`src/rtl/pge_pkg.sv`:
```
// shared types, widths and codes for the pairwise gravity euler step block
`default_nettype none
package pge_pkg;

  localparam int BODY_COUNT = 64;
  localparam int IDX_W      = $clog2(BODY_COUNT);
  localparam int ACC_W      = 48;
  localparam int DIV_W      = 64;
  localparam int SQRT_W     = 64;
  localparam int ROOT_W     = SQRT_W / 2;

  localparam logic [1:0] MODE_LOAD = 2'd0;
  localparam logic [1:0] MODE_PAIR = 2'd1;
  localparam logic [1:0] MODE_STEP = 2'd2;
  localparam logic [1:0] MODE_READ = 2'd3;

  localparam logic [1:0] STATUS_OK         = 2'd0;
  localparam logic [1:0] STATUS_COINCIDENT = 2'd1;
  localparam logic [1:0] STATUS_SATURATED  = 2'd2;

  typedef struct packed {
    logic [1:0]         mode;
    logic [5:0]         first_index;
    logic [5:0]         second_index;
    logic [31:0]        load_mass;
    logic signed [31:0] load_pos_x;
    logic signed [31:0] load_pos_y;
    logic signed [31:0] load_vel_x;
    logic signed [31:0] load_vel_y;
    logic [15:0]        time_step;
  } pge_in_t;

  typedef struct packed {
    logic [5:0]         body_index;
    logic signed [31:0] pos_x;
    logic signed [31:0] pos_y;
    logic signed [31:0] vel_x;
    logic signed [31:0] vel_y;
    logic [1:0]         status;
  } pge_out_t;

  typedef struct packed {
    logic [31:0] mass;
    logic [31:0] pos_x;
    logic [31:0] pos_y;
    logic [31:0] vel_x;
    logic [31:0] vel_y;
  } pge_body_t;

  typedef struct packed {
    logic [ACC_W-1:0] x;
    logic [ACC_W-1:0] y;
  } pge_acc_t;

  typedef struct packed {
    logic             start;
    logic [DIV_W-1:0] hi;
    logic [DIV_W-1:0] lo;
    logic [DIV_W-1:0] den;
  } pge_div_req_t;

  typedef struct packed {
    logic             done;
    logic             ovf;
    logic [DIV_W-1:0] quo;
  } pge_div_rsp_t;

  typedef struct packed {
    logic              start;
    logic [SQRT_W-1:0] rad;
  } pge_sqrt_req_t;

  typedef struct packed {
    logic              done;
    logic [ROOT_W-1:0] root;
  } pge_sqrt_rsp_t;

endpackage
`default_nettype wire

```
`src/rtl/pge_div.sv`:
```
// bit-serial restoring divider: floor({hi,lo}/den), flags hi >= den
`default_nettype none
module pge_div (
  input  wire                   clk,
  input  wire                   rst_n,
  input  pge_pkg::pge_div_req_t req,
  output pge_pkg::pge_div_rsp_t rsp
);
  import pge_pkg::*;

  localparam int CNT_W = $clog2(DIV_W);

  logic             run_r;
  logic             done_r;
  logic             ovf_r;
  logic [CNT_W-1:0] cnt_r;
  logic [DIV_W-1:0] rem_r;
  logic [DIV_W-1:0] num_r;
  logic [DIV_W-1:0] den_r;
  logic [DIV_W-1:0] quo_r;
  logic [DIV_W:0]   shift_s;
  logic [DIV_W:0]   diff_s;
  logic             fit_s;

  assign shift_s = {rem_r, num_r[DIV_W-1]};
  assign diff_s  = shift_s - {1'b0, den_r};
  assign fit_s   = shift_s >= {1'b0, den_r};

  always_ff @(posedge clk) begin
    if (!rst_n) begin
      run_r  <= 1'b0;
      done_r <= 1'b0;
      ovf_r  <= 1'b0;
      cnt_r  <= '0;
    end else begin
      done_r <= 1'b0;
      if (req.start && !run_r) begin
        cnt_r <= '0;
        if (req.hi >= req.den) begin
          // quotient would not fit
          ovf_r  <= 1'b1;
          done_r <= 1'b1;
        end else begin
          ovf_r <= 1'b0;
          run_r <= 1'b1;
        end
      end else if (run_r) begin
        cnt_r <= cnt_r + 1'b1;
        if (cnt_r == CNT_W'(DIV_W - 1)) begin
          run_r  <= 1'b0;
          done_r <= 1'b1;
        end
      end
    end
  end

  always_ff @(posedge clk) begin
    if (req.start && !run_r) begin
      rem_r <= req.hi;
      num_r <= req.lo;
      den_r <= req.den;
      quo_r <= '0;
    end else if (run_r) begin
      rem_r <= fit_s ? diff_s[DIV_W-1:0] : shift_s[DIV_W-1:0];
      num_r <= {num_r[DIV_W-2:0], 1'b0};
      quo_r <= {quo_r[DIV_W-2:0], fit_s};
    end
  end

  assign rsp.done = done_r;
  assign rsp.ovf  = ovf_r;
  assign rsp.quo  = quo_r;

endmodule
`default_nettype wire

```
`config.mk`:
```
export PLATFORM = sky130hd
export DESIGN_NAME = pge_div
export DESIGN_NICKNAME = d
export VERILOG_FILES = /design/src/rtl/pge_pkg.sv /design/src/rtl/pge_div.sv
export SDC_FILE = /design/constraint.sdc
export NUM_CORES = 1
export LEC_CHECK = 0
export ABC_AREA = 1
export BUFFER_PORTS_ARGS = -buffer_cell sky130_fd_sc_hd__buf_2
export CELL_PAD_IN_SITES_DETAIL_PLACEMENT = 1
export CELL_PAD_IN_SITES_GLOBAL_PLACEMENT = 2
export CORE_ASPECT_RATIO = 1.1
export CORE_MARGIN = 10
export CORE_UTILIZATION = 35
export CTS_BUF_LIST = sky130_fd_sc_hd__clkbuf_4 sky130_fd_sc_hd__clkbuf_8 sky130_fd_sc_hd__clkbuf_16
export CTS_CLUSTER_SIZE = 20
export DETAILED_ROUTE_END_ITERATION = 8
export GPL_TIMING_DRIVEN = 0
export MAX_ROUTING_LAYER = met4
export PLACE_DENSITY_LB_ADDON = 0.1
export REMOVE_ABC_BUFFERS = 1
export SLEW_MARGIN = 10
export SYNTH_ARGS = -nofsm -noshare
export SYNTH_HDL_FRONTEND = slang
export SYNTH_SLANG_ARGS = --single-unit
```
`constraint.sdc`:
```
create_clock -name clk -period 15.67 [get_ports clk]
set_clock_uncertainty 0.15 [all_clocks]
set_input_delay 0 -clock clk [delete_from_list [all_inputs] [get_ports clk]]
set_output_delay 0 -clock clk [all_outputs]
set_load 0.005 [all_outputs]
```
==> out/metrics.cfg <==
[run_status]
run_status = completed

[logic_synthesis]
synth_flop_cell = edfxtp_1
yosysUniqueCellTypes = 40
synth-seq-cells = 265
synthArstFlopShare_pct = 0
syn_avg_cell_area_um2 = 7.027
yosysSeqAreaShare_pct = 38.72
synth_edf_count = 192
netlist_area_um2 = 18660
synth_cells = 2656
yosysWarnings = 0

[floorplan]
core_um2 = 52630
die_w_um = 240.2
core.rowCount = 88
ios = 261
start_util_pct = 35.46
die-area_um2 = 62970
die_h_um = 262.2

[finish]
fin_util_pct = 46.16
drive_above_1_share_pct = 12.63
stdcell_count = 3840
syn_to_final_growth_pct = 30.18
layout.nets = 3460

[worst_setup_path]
cp_top_family = simple AND/OR/NAND/NOR gates
end_kind = flip-flop
critPathLaunchType = flip-flop
cp_num_cells = 14
cp_slowest_cell = nor2_1
r2r_start = rem_r[55]
rr_worst_depth = 14
crit_type = reg -> reg
cp.required_ns = 15.85
arrival_ns = 4.13
worstPathCellList = ha_1 -> nand2_1 -> nor2_1 -> nand4_1 -> nor2_1 -> nand3_1 -> nand2_1 -> nor2_4 -> buf_12 -> nand2_4 -> buf_16 -> nand3_1 -> nand2_1 -> nand2_1
cp.buffers_inverters = 2
crit_fanout = 44
slowest_delay_ns = 0.49
cp-startpoint = rem_r[55]
cpMostUsedCell = nand2_1

[placed_design]
dp.cells = 3539
port_buffers = 260
hpwlAfterDp_um = 55330
routabilityCongestion = 0.9175

[global_route]
use_met3_pct = 2.955
grt.overflow.total = 0
antenna_found_initial = 6
grt_first_pass_wirelength_um = 112200
grt_pass1_vias = 20080
met2_usage_pct = 41.33
grt_usage_pct = 23.31
grt_max_degree = 103
use_met1_pct = 28.33
grt_busiest_layer = met2

[power_and_ir_drop]
vdd_drop_max_mv = 0.08601
p_total_mw = 3.342
leakage_nw = 12.63
power_density_nw_per_um2 = 137.6

[route]
viasPerCell = 4.775
first_pass_iters = 5
ant_nets = 0
vias = 18340
wl_per_cell_um = 18.68
drtIter0Drc = 653
drt_wl_total_um = 71730
drc = 0

[sta]
hold_ws_ns = 0.02519
slew-limit-headroom_pct = 45.01
setup_viol = 0
period_needed_ns = 3.953
worst_pin_slew_ns = 0.8186
final_hold_viol_count = 0
fin_crit_sh_pct = 25.23
max_clock_freq_ghz = 0.2530
slew_violations = 0
rsz0062_at_grt = false

[clock_tree]
cts_root_buf = clkbuf_16
clk_path_buf_depth = 3
cts_resized = 0
cts_sinks = 265
post-cts-setup-buffers = 0
clkSlewWorstSetupHoldPaths_ns = 0.06
insertion_delay_ns = 0.58
cts-buffers-inserted = 30
cts_tree = built
htreeDepth = 1

[hold_path]
hold_start = req[20]
min_path_cells = 2
min_path_type = in -> reg

[run]
max_cap_violations = 0

cells in the mapped netlist (2+ instances only):
| master | number | area (um2) |
|---|---|---|
| nor2_1 | 112 | 420.4 |
| and2_1 | 3 | 18.77 |
| nand2_2 | 13 | 81.33 |
| a21oi_1 | 83 | 415.4 |
| nor4_1 | 4 | 25.02 |
| clkbuf_1 | 33 | 123.9 |
| buf_4 | 3 | 22.52 |
| nor3_1 | 17 | 85.08 |
| o21a_1 | 2 | 15.01 |
| nand4_1 | 23 | 143.9 |
| nor2_2 | 12 | 75.07 |
| inv_2 | 19 | 71.32 |
| dfxtp_1 | 73 | 1461 |
| o21ai_0 | 28 | 140.1 |
| nand2_1 | 1019 | 3825 |
| buf_6 | 11 | 123.9 |
| clkinv_1 | 2 | 7.510 |
| ha_1 | 129 | 1614 |
| nand3_2 | 12 | 120.1 |
| xnor2_1 | 30 | 262.8 |
| nand3_1 | 126 | 630.6 |
| or2_2 | 3 | 18.77 |
| inv_1 | 537 | 2016 |
| buf_1 | 7 | 26.28 |
| a21o_1 | 2 | 15.01 |
| nor2_4 | 6 | 67.56 |
| o21ai_1 | 2 | 10.01 |
| buf_2 | 12 | 60.06 |
| edfxtp_1 | 192 | 5766 |
| nand3b_1 | 63 | 473.0 |
| o21bai_1 | 8 | 60.06 |
| o22ai_1 | 62 | 387.9 |
report_power, final:
part,internal (mW),total (mW),leakage (nW),switching (mW)
Sequential,0.898,0.949,2.50,0.0513
Clock,0.471,0.771,0.541,0.300
Combinational,0.552,1.62,9.58,1.07
per-stage QoR:
stage,area [um2],TNS (ns),worst slack [ns]
finish,24290,0,11.72
global route,24290,0,11.51
detailed placement,20800,0,11.61
CTS,24280,0,11.61
global placement,20450,-976.08,-7.325
floorplan,18310,0,2.311
cells in the final DEF (no fill, tap or decap), drive strengths merged:
cell type	synthesis	routed
nand2	1033	1033
nor2	130	130
o211ai	1	1
edfxtp	192	192
dfxtp	73	73
a21oi	84	84
dlygate4sd3	0	239
a21o	2	2
nand4	23	23
clkinv	2	12
diode	0	6
nand3b	63	63
o22ai	62	62
xnor2	30	30
bufinv	0	4
inv	556	556
buf	33	274
and2	4	4
fa	1	1
xor2	1	1
o21ai	30	30
o21a	2	2
ha	129	129
nor3	18	18
o21bai	8	8
a211oi	1	1
or2	3	3
nand3	138	138
clkinvlp	0	2
nor4	4	4
clkbuf	33	40
registers in the layout, summed over array words and instances (netlist names):
signal  count
den_r      64
num_r      64
ovf_r       1
quo_r      64
cnt_r       6
done_r      1
run_r       1
rem_r      64
what timing repair did:
| action | 4_1_cts | 5_1_grt |
|---|---|---|
| hold buffers | 239 | 0 |
| endpoints found under the setup margin | 0 | 0 |
| endpoints found under the hold margin | 214 | 0 |
layout make-up:
class / count / area, um2
Fill cell: 6633 / 28340
Multi-Input combinational cell: 1767 / 9015
Sequential cell: 265 / 7227
Timing Repair Buffer: 513 / 4004
Inverter: 558 / 2100
Clock buffer: 40 / 908.4
Tap cell: 675 / 844.6
Clock inverter: 16 / 181.4
Antenna cell: 6 / 15.01
cells by family (layout without fill, tap and decap cells):
| logic type | Yosys count | count (layout) | synth area share (%) |
|---|---|---|---|
| compound gates | 190 | 190 | 5.719 |
| xor+xnor | 31 | 31 | 1.455 |
| fa+ha+maj | 130 | 130 | 8.756 |
| buf+inv | 624 | 1127 | 13.13 |
| flops | 265 | 265 | 38.72 |
| other cells | 0 | 6 | 0 |
| simple gates | 1416 | 1416 | 32.21 |
per-layer routing:
metal | vias up | share of wire [%]
met3 | 48 | 3.0
met1 | 8810 | 45
li1 | 9243 | -
met5 | - | 0
met4 | 0 | 1.2
met2 | 235 | 51
path summary, 6_finish.rpt:
path                             endpoint  slack (ns)
worst min-delay path            den_r[20]        0.03
worst max register to register  rem_r[62]       11.72
worst max-delay path            rem_r[62]       11.72
worst min register to register      ovf_r        0.31
No activity file was read; power rests on OpenSTA's default activity.
