==> src/rtl/pge_pkg.sv <==
// shared types, widths and codes for the pairwise gravity euler step block
`default_nettype none
package pge_pkg;

  localparam int BODY_COUNT = 64;
  localparam int IDX_W      = $clog2(BODY_COUNT);
  localparam int ACC_W      = 48;
  localparam int DIV_W      = 64;
  localparam int SQRT_W     = 64;
  localparam int ROOT_W     = SQRT_W / 2;

  localparam logic [1:0] MODE_LOAD = 2'd0;
  localparam logic [1:0] MODE_PAIR = 2'd1;
  localparam logic [1:0] MODE_STEP = 2'd2;
  localparam logic [1:0] MODE_READ = 2'd3;

  localparam logic [1:0] STATUS_OK         = 2'd0;
  localparam logic [1:0] STATUS_COINCIDENT = 2'd1;
  localparam logic [1:0] STATUS_SATURATED  = 2'd2;

  typedef struct packed {
    logic [1:0]         mode;
    logic [5:0]         first_index;
    logic [5:0]         second_index;
    logic [31:0]        load_mass;
    logic signed [31:0] load_pos_x;
    logic signed [31:0] load_pos_y;
    logic signed [31:0] load_vel_x;
    logic signed [31:0] load_vel_y;
    logic [15:0]        time_step;
  } pge_in_t;

  typedef struct packed {
    logic [5:0]         body_index;
    logic signed [31:0] pos_x;
    logic signed [31:0] pos_y;
    logic signed [31:0] vel_x;
    logic signed [31:0] vel_y;
    logic [1:0]         status;
  } pge_out_t;

  typedef struct packed {
    logic [31:0] mass;
    logic [31:0] pos_x;
    logic [31:0] pos_y;
    logic [31:0] vel_x;
    logic [31:0] vel_y;
  } pge_body_t;

  typedef struct packed {
    logic [ACC_W-1:0] x;
    logic [ACC_W-1:0] y;
  } pge_acc_t;

  typedef struct packed {
    logic             start;
    logic [DIV_W-1:0] hi;
    logic [DIV_W-1:0] lo;
    logic [DIV_W-1:0] den;
  } pge_div_req_t;

  typedef struct packed {
    logic             done;
    logic             ovf;
    logic [DIV_W-1:0] quo;
  } pge_div_rsp_t;

  typedef struct packed {
    logic              start;
    logic [SQRT_W-1:0] rad;
  } pge_sqrt_req_t;

  typedef struct packed {
    logic              done;
    logic [ROOT_W-1:0] root;
  } pge_sqrt_rsp_t;

endpackage
`default_nettype wire

==> src/rtl/pge_sqrt.sv <==
// iterative integer square root, two radicand bits per cycle
`default_nettype none
module pge_sqrt (
  input  wire                    clk,
  input  wire                    rst_n,
  input  pge_pkg::pge_sqrt_req_t req,
  output pge_pkg::pge_sqrt_rsp_t rsp
);
  import pge_pkg::*;

  logic              run_r;
  logic              done_r;
  logic [SQRT_W-1:0] bit_r;
  logic [SQRT_W-1:0] rem_r;
  logic [SQRT_W-1:0] res_r;
  logic [SQRT_W-1:0] sum_s;
  logic              fit_s;

  assign sum_s = res_r + bit_r;
  assign fit_s = rem_r >= sum_s;

  always_ff @(posedge clk) begin
    if (!rst_n) begin
      run_r  <= 1'b0;
      done_r <= 1'b0;
      bit_r  <= '0;
    end else begin
      done_r <= 1'b0;
      if (req.start && !run_r) begin
        run_r <= 1'b1;
        bit_r <= {2'b01, {(SQRT_W-2){1'b0}}};
      end else if (run_r) begin
        bit_r <= bit_r >> 2;
        if (bit_r[0]) begin
          run_r  <= 1'b0;
          done_r <= 1'b1;
        end
      end
    end
  end

  always_ff @(posedge clk) begin
    if (req.start && !run_r) begin
      rem_r <= req.rad;
      res_r <= '0;
    end else if (run_r) begin
      if (fit_s) begin
        rem_r <= rem_r - sum_s;
        res_r <= (res_r >> 1) + bit_r;
      end else begin
        res_r <= res_r >> 1;
      end
    end
  end

  assign rsp.done = done_r;
  assign rsp.root = res_r[ROOT_W-1:0];

endmodule
`default_nettype wire

==> config.mk <==
export PLATFORM = sky130hd
export DESIGN_NAME = pge_sqrt
export DESIGN_NICKNAME = d
export VERILOG_FILES = /design/src/rtl/pge_pkg.sv /design/src/rtl/pge_sqrt.sv
export SDC_FILE = /design/constraint.sdc
export NUM_CORES = 1
export LEC_CHECK = 0
export ABC_AREA = 1
export BUFFER_PORTS_ARGS = -buffer_cell sky130_fd_sc_hd__buf_2
export CELL_PAD_IN_SITES_DETAIL_PLACEMENT = 0
export CELL_PAD_IN_SITES_GLOBAL_PLACEMENT = 1
export CORE_AREA = 5 5 237 262
export DETAILED_ROUTE_END_ITERATION = 10
export DIE_AREA = 0 0 242 267
export PLACE_DENSITY = 0.83
export SYNTH_ARGS = -nofsm -noshare
export SYNTH_HDL_FRONTEND = slang
export SYNTH_SLANG_ARGS = --single-unit
export TNS_END_PERCENT = 100
==> constraint.sdc <==
create_clock -name clk -period 5.01 [get_ports clk]
set_input_delay 0.7515 -clock clk [delete_from_list [all_inputs] [get_ports clk]]
set_output_delay 0.7515 -clock clk [all_outputs]
set_load 0.02 [all_outputs]
==> run summary, run 1 <==
Clock transition at path regs: 80 ps
Synth unique cells: 44
Y dimension of the die: 267 microns
Outcome: complete, no violations
End point of the most critical hold path: res_r[0]
Final setup violation count: 0
Register-to-register setup slack: 240 ps
Post-CTS setup buffer count: 0
Die outline width: 242 microns
Unrepaired setup endpoints after global routing: no
Top-level port count: 100
Pin count of the biggest net entering global routing: 77
Final number of hold-violating endpoints: 0
Element type at the critical path end: register
Clock period minus final worst setup slack: 4770 ps
N_diodes: 0
Number of nets in the final layout: 3990
Routed len/inst: 18.8 microns
Summed instance area of the synthesized netlist: 20500 sq um
Worst hold start: res_r[0]
Post-synthesis average cell area: 5.51 sq um
Total wirelength of the detailed-routed design: 85.9 mm
Clock root buffer: clkbuf_16
Share of the clock period used by the worst path after layout: 95.2%
Area after detailed placement: 21900 sq um
Antenna violations before repair: 0
Number of enable-type register cells in the synthesized netlist: 64
Initial drt markers: 2067
Max Cap Viol: 0
HPWL reported at the end of detailed placement: 70.8 mm
First-pass GRT wire length: 129 mm
Hold Path Stages: 2
Core area: 59300 sq um
Congestion Overflow GR: 0
Number of routed nets with antenna violations: 0
Number of clock buffers inserted by TritonCTS: 17
Number of pins with negative max-slew slack in the final report: 0
Element type at the critical path start: register
Area grow syn2layout: 9.90%
WHS: 493 ps
Worst-case vdd ir drop: 0.569 mV
Hold buffer count at cts: 0
Pin slew with the least headroom to its limit: 1140 ps
Post-route insts no fill: 4573
Vias in the first global route: 22.9k
Worst-case headroom to the max-slew limit: 23.5%
HP Class: register to register
Final GP Congestion: 1.01
Remaining DRCs: 0
Power after layout: 13.1 mW
Starting utilization of the core area: 34.6%
Required time worst endpoint: 5220 ps
Reg-to-Reg Start: bit_r[24]
Post-synth ARST share: 0%
Sequential-to-total area share from yosys stat: 18.9%
Most common cell after layout, fill and taps aside: nand2_1
Arrival time of the worst setup path: 4980 ps
Number of nets produced by synthesis: 3921
Clock tree from TritonCTS: built
Synthesis-stage register bit count: 162
Pleak: 11.1 nW
Via count: 23.7k
Top FF cell, synth: dfxtp_1
CP Class: register to register
Num Clock Sinks: 162
End of the worst register-to-register path: rem_r[33]
Deepest clock path buffer count: 2
Clock latency of the later-clocked register in the worst-skew pair: 520 ps
Post-Place Cells: 4540
Commonest cells after routing, fill and taps aside: nand2_1, inv_1, nor2_1
Cell count after synthesis: 3723
Global-route usage over all layers: 25.8%
Warnings, synthesis: 0
Pwr/cell area: 580 nW/um^2
Max FO, Critical Path: 32
Top achievable clock speed: 210 MHz
Final TNS setup: 0 ps
R2r worst-path depth: 20
DIE AREA: 64600 sq um
Summed area of non-filler cells in the final layout: 22500 sq um
Skew final: 16.8 ps
Number of placement rows: 94
Number of I/O port buffers: 99
# H-tree levels: 4
Length of the first detailed-routing pass in iterations: 7
Avg Vias per Cell: 5.18
Share of post-route cells with drive strength above 1: 6.10%
## flip-flops by register name, indices dropped and copies added (netlist names)
name / cells
run_r: 1
bit_r: 32
res_r: 64
done_r: 1
rem_r: 64
## critical path, cell delays in order (launching register included)
cell and delay [ps]:
dfxtp_1 360, ha_1 370, nand2_1 100, o21ai_0 360
nand2_1 130, o21ai_0 360, a21oi_1 80, nand2_1 230
xnor2_1 190, ha_1 390, nand2_1 110, nor2_1 200
nand2_1 170, nor2_1 260, nand4_1 240, nand3_2 180
nand2_4 70, nand2_2 100, nand2_2 70, nand2_2 180
clkbuf_16 290
## cell type report
| class | instances | area, sq um |
|---|---|---|
| fillers | 6840 | 36800 |
| multi-input cells | 2881 | 13900 |
| flip-flops and latches | 162 | 3890 |
| inverters | 566 | 2120 |
| repair buffers | 164 | 1060 |
| well taps | 768 | 961 |
| clock buffers | 17 | 425 |
| clock inverters | 15 | 168 |
## per-layer routing
metal	GRT usage [%]	up-vias	share of wire, %
met3	2.76	181	6.2
met5	0	-	0
met4	12.6	0	5.0
li1	-	11900	-
met2	44.3	811	47
met1	32.5	10900	42
## cells by family (layout without fill, tap and decap cells)
kind of cell | Yosys count | in the layout | share of synthesized area (%)
simple gates | 2257 | 2257 | 45.0
fa+ha+maj | 131 | 131 | 8.03
buf+inv | 680 | 762 | 13.4
compound gates | 387 | 387 | 10.1
xor+xnor | 106 | 106 | 4.53
flops | 162 | 162 | 18.9
## through the flow
step / worst slack (ps) / utilization [%]
2_1_floorplan: 544 / -
3_3_place_gp: 279 / 36.9
3_5_place_dp: 270 / 36.9
4_1_cts: 225 / 37.9
5_1_grt: 1.18 / 38.0
6_report: 242 / 38.0
## where the power goes
part / switching (mW) / internal [mW]
combinational: 6.17 / 3.03
clock: 0.732 / 0.663
sequential: 0.448 / 2.03
## Yosys cell counts, types with 4 or more instances
library cell / count / share of area, %
nand3b_1: 28 / 1.0
nor3_1: 47 / 1.1
nand2_2: 6 / 0.18
dfxtp_1: 98 / 9.6
nor2_2: 6 / 0.18
xor2_1: 44 / 1.9
buf_4: 33 / 1.2
nand2_1: 1475 / 27
a21oi_2: 4 / 0.17
edfxtp_1: 64 / 9.4
o21bai_1: 20 / 0.73
inv_2: 4 / 0.073
nor2_1: 325 / 6.0
nand3_1: 311 / 7.6
a21o_1: 7 / 0.26
nand4_1: 40 / 1.2
inv_1: 562 / 10
buf_2: 15 / 0.37
buf_6: 6 / 0.33
ha_1: 130 / 7.9
o21a_1: 8 / 0.29
nor4_1: 5 / 0.15
a21oi_1: 183 / 4.5
buf_1: 4 / 0.073
o21ai_0: 148 / 3.6
xnor2_1: 62 / 2.6
o21ai_1: 5 / 0.12
clkbuf_1: 56 / 1.0
## worst max path at each step
stage,cells past startpoint,endpoint,slack [ps],startpoint
after floorplan,21,rem_r[0],540,res_r[4]
after global placement,22,rem_r[8],280,bit_r[12]
after detailed placement,22,rem_r[7],270,bit_r[12]
after CTS,22,rem_r[5],230,bit_r[12]
after global routing,24,rem_r[33],1,bit_r[16]
final,20,rem_r[33],240,bit_r[24]
## repair_timing
action / 4_1_cts / 5_1_grt
hold endpoints to repair: 0 / 0
setup endpoints to repair: 0 / 119
gates resized for setup: 0 / 7
(Power assumes the default switching activity.)
==> run 2, diff against run 1 <==
--- a/config.mk
+++ b/config.mk
@@ -12,7 +12,7 @@
 export CORE_AREA = 5 5 237 262
 export DETAILED_ROUTE_END_ITERATION = 10
 export DIE_AREA = 0 0 242 267
-export PLACE_DENSITY = 0.83
+export PLACE_DENSITY = 0.8
 export SYNTH_ARGS = -nofsm -noshare
 export SYNTH_HDL_FRONTEND = slang
 export SYNTH_SLANG_ARGS = --single-unit
==> constraint.sdc (replaced) <==
create_clock -name clk -period 4.9 [get_ports clk]
set_input_delay 0.735 -clock clk [delete_from_list [all_inputs] [get_ports clk]]
set_output_delay 0.735 -clock clk [all_outputs]
set_load 0.02 [all_outputs]
==> run 2 against run 1 <==
- critical endpoint is now rem_r[54]
- register-to-register slack about the same
- critical path type unchanged
- sequential power about the same
- sequential share of layout area about the same
- worst hold slack worse by 7.1 ps
- combinational power is 2.5% higher
- first-iteration DRC count down 17%
- utilization shrank 0.059 points
- final area decreased by 0.16%
- clock-buffer cell count increased by 2
==> run summary, run 2 (synthesis gave the netlist of run 1 again) <==
Outcome: complete, no violations (unchanged)
Y dimension of the die: 267 microns (unchanged)
HP Class: input pin to register (was register to register)
Antenna violations before repair: 0 (unchanged)
Avg Vias per Cell: 5.14 (was 5.18)
Die outline width: 242 microns (unchanged)
Clock root buffer: clkbuf_16 (unchanged)
Worst-case headroom to the max-slew limit: 20.2% (was 23.5%)
Clock period minus final worst setup slack: 4650 ps (was 4770 ps)
Starting utilization of the core area: 34.6% (unchanged)
First-pass GRT wire length: 127 mm (was 129 mm)
Pwr/cell area: 594 nW/um^2 (was 580 nW/um^2)
Top-level port count: 100 (unchanged)
Routed len/inst: 18.7 microns (was 18.8 microns)
HPWL reported at the end of detailed placement: 71.0 mm (was 70.8 mm)
Required time worst endpoint: 5100 ps (was 5220 ps)
WHS: 486 ps (was 493 ps)
Number of nets in the final layout: 3986 (was 3990)
Number of placement rows: 94 (unchanged)
Share of the clock period used by the worst path after layout: 94.9% (was 95.2%)
Number of filler cells placed in the layout: 6854 (was 6840)
Area occupied by registers: 3890 sq um (unchanged)
Skew final: 8.35 ps (was 16.8 ps)
Pin slew with the least headroom to its limit: 1190 ps (was 1140 ps)
Clock latency of the later-clocked register in the worst-skew pair: 490 ps (was 520 ps)
Remaining DRCs: 0 (unchanged)
Final GP Congestion: 1.00 (was 1.01)
Clock transition at path regs: 80 ps (about the same)
Post-CTS setup buffer count: 0 (unchanged)
Global-route usage over all layers: 25.5% (was 25.8%)
Total wirelength of the detailed-routed design: 85.6 mm (was 85.9 mm)
Largest regs: rem_r: 64 flops, res_r: 64 flops, bit_r: 32 flops (unchanged)
Number of I/O port buffers: 99 (unchanged)
Via count: 23.5k (was 23.7k)
Share of post-route cells with drive strength above 1: 6.02% (was 6.10%)
Final number of hold-violating endpoints: 0 (unchanged)
Length of the first detailed-routing pass in iterations: 6 (was 7)
Clock tree from TritonCTS: built (unchanged)
CP Class: register to register (unchanged)
Deepest clock path buffer count: 2 (unchanged)
Element type at the critical path start: register (unchanged)
Pin count of the biggest net entering global routing: 65 (was 77)
Area used by multi-input combinational logic: 13900 sq um (about the same)
Arrival time of the worst setup path: 4850 ps (was 4980 ps)
Top achievable clock speed: 215 MHz (was 210 MHz)
Number of pins with negative max-slew slack in the final report: 0 (unchanged)
Max Cap Viol: 0 (unchanged)
Worst-case vdd ir drop: 0.382 mV (was 0.569 mV)
N_diodes: 0 (unchanged)
Final TNS setup: 0 ps (unchanged)
Element type at the critical path end: register (unchanged)
Core area: 59300 sq um (unchanged)
Max FO, Critical Path: 19 (was 32)
Initial drt markers: 1719 (was 2067)
Vias in the first global route: 22.3k (was 22.9k)
Congestion Overflow GR: 0 (unchanged)
DIE AREA: 64600 sq um (unchanged)
Unrepaired setup endpoints after global routing: no (unchanged)
Pleak: 11.1 nW (about the same)
Area grow syn2layout: 9.72% (was 9.90%)
Most common cell after layout, fill and taps aside: nand2_1 (unchanged)
# H-tree levels: 4 (unchanged)
Num Clock Sinks: 162 (unchanged)
Number of clock buffers inserted by TritonCTS: 17 (unchanged)
Commonest cells after routing, fill and taps aside: nand2_1, inv_1, nor2_1 (unchanged)
Final setup violation count: 0 (unchanged)
Number of routed nets with antenna violations: 0 (unchanged)
run 2: changes by cell type in the layout (fill, tap and decap cells not counted), moves of 2 or more:
cell / change
buf_4: -4
o21ai_0: -2
o21ai_1: +3
inv_8: +2
clkinv_8: -5
run 2: layer usage:
metal | up-vias | GRT usage [%] | share of wire (%)
met5 | - | 0 | 0
met4 | 0 | 13.1 | 5.4
li1 | 11800 | - | -
met1 | 10700 | 32.3 | 43
met2 | 769 | 43.2 | 46
met3 | 175 | 2.71 | 5.4
run 2: path summary, 6_finish.rpt:
kind / startpoint / slack (ps) / depth (start not counted) / to
worst min-delay path: rst_n / 490 / 3 / run_r
worst min register to register: res_r[0] / 500 / 2 / res_r[0]
worst max-delay path: bit_r[20] / 250 / 20 / rem_r[54]
worst max register to register: bit_r[20] / 250 / 20 / rem_r[54]
run 2: stage by stage:
step / utilization [%] / instances / power, mW / cell area [sq um] / worst slack (ps)
after floorplan: - / 3723 / 9.00 / 20500 / 434
after global placement: 36.9 / 4536 / 11.7 / 21900 / 143
after detailed placement: 36.9 / 4536 / 11.7 / 21900 / 170
after CTS: 37.9 / 4568 / 13.2 / 22400 / 137
after global routing: 37.9 / 4569 / 14.5 / 22500 / 29.8
final: 37.9 / 4569 / 13.4 / 22500 / 248
run 2: final cells by class:
| type | instances | share of cell area [%] |
|---|---|---|
| Clock buffer | 19 | 1.97 |
| Timing Repair Buffer | 160 | 4.56 |
| Multi-Input combinational cell | 2881 | 61.8 |
| Inverter | 566 | 9.45 |
| Tap cell | 768 | 4.27 |
| Clock inverter | 13 | 0.623 |
| Sequential cell | 162 | 17.3 |
run 2: power breakdown:
group | internal (mW) | total (mW) | switching (mW)
registers | 2.07 | 2.51 | 0.436
clock network | 0.732 | 1.43 | 0.697
logic | 3.10 | 9.43 | 6.33
run 2: repair_timing:
item / 4_1_cts / 5_1_grt
hold buffers: 0 / 0
gates resized for setup: 0 / 11
endpoints found under the setup margin: 0 / 129
endpoints found under the hold margin: 0 / 0
run 2: critical path: stages (launching register included):
cell and delay (ps):
dfxtp_1 350, ha_1 390, nand2_1 90, o21ai_0 370
nand2_1 110, o21ai_0 440, a21oi_1 70, nand2_1 220
xnor2_1 190, ha_1 390, nand2_1 110, nor2_2 200
nand2_1 170, nor2_2 190, nand4_1 220, nand3_2 190
nand2_4 70, nand2_2 100, nand2_2 80, nand2_4 160
clkbuf_16 240
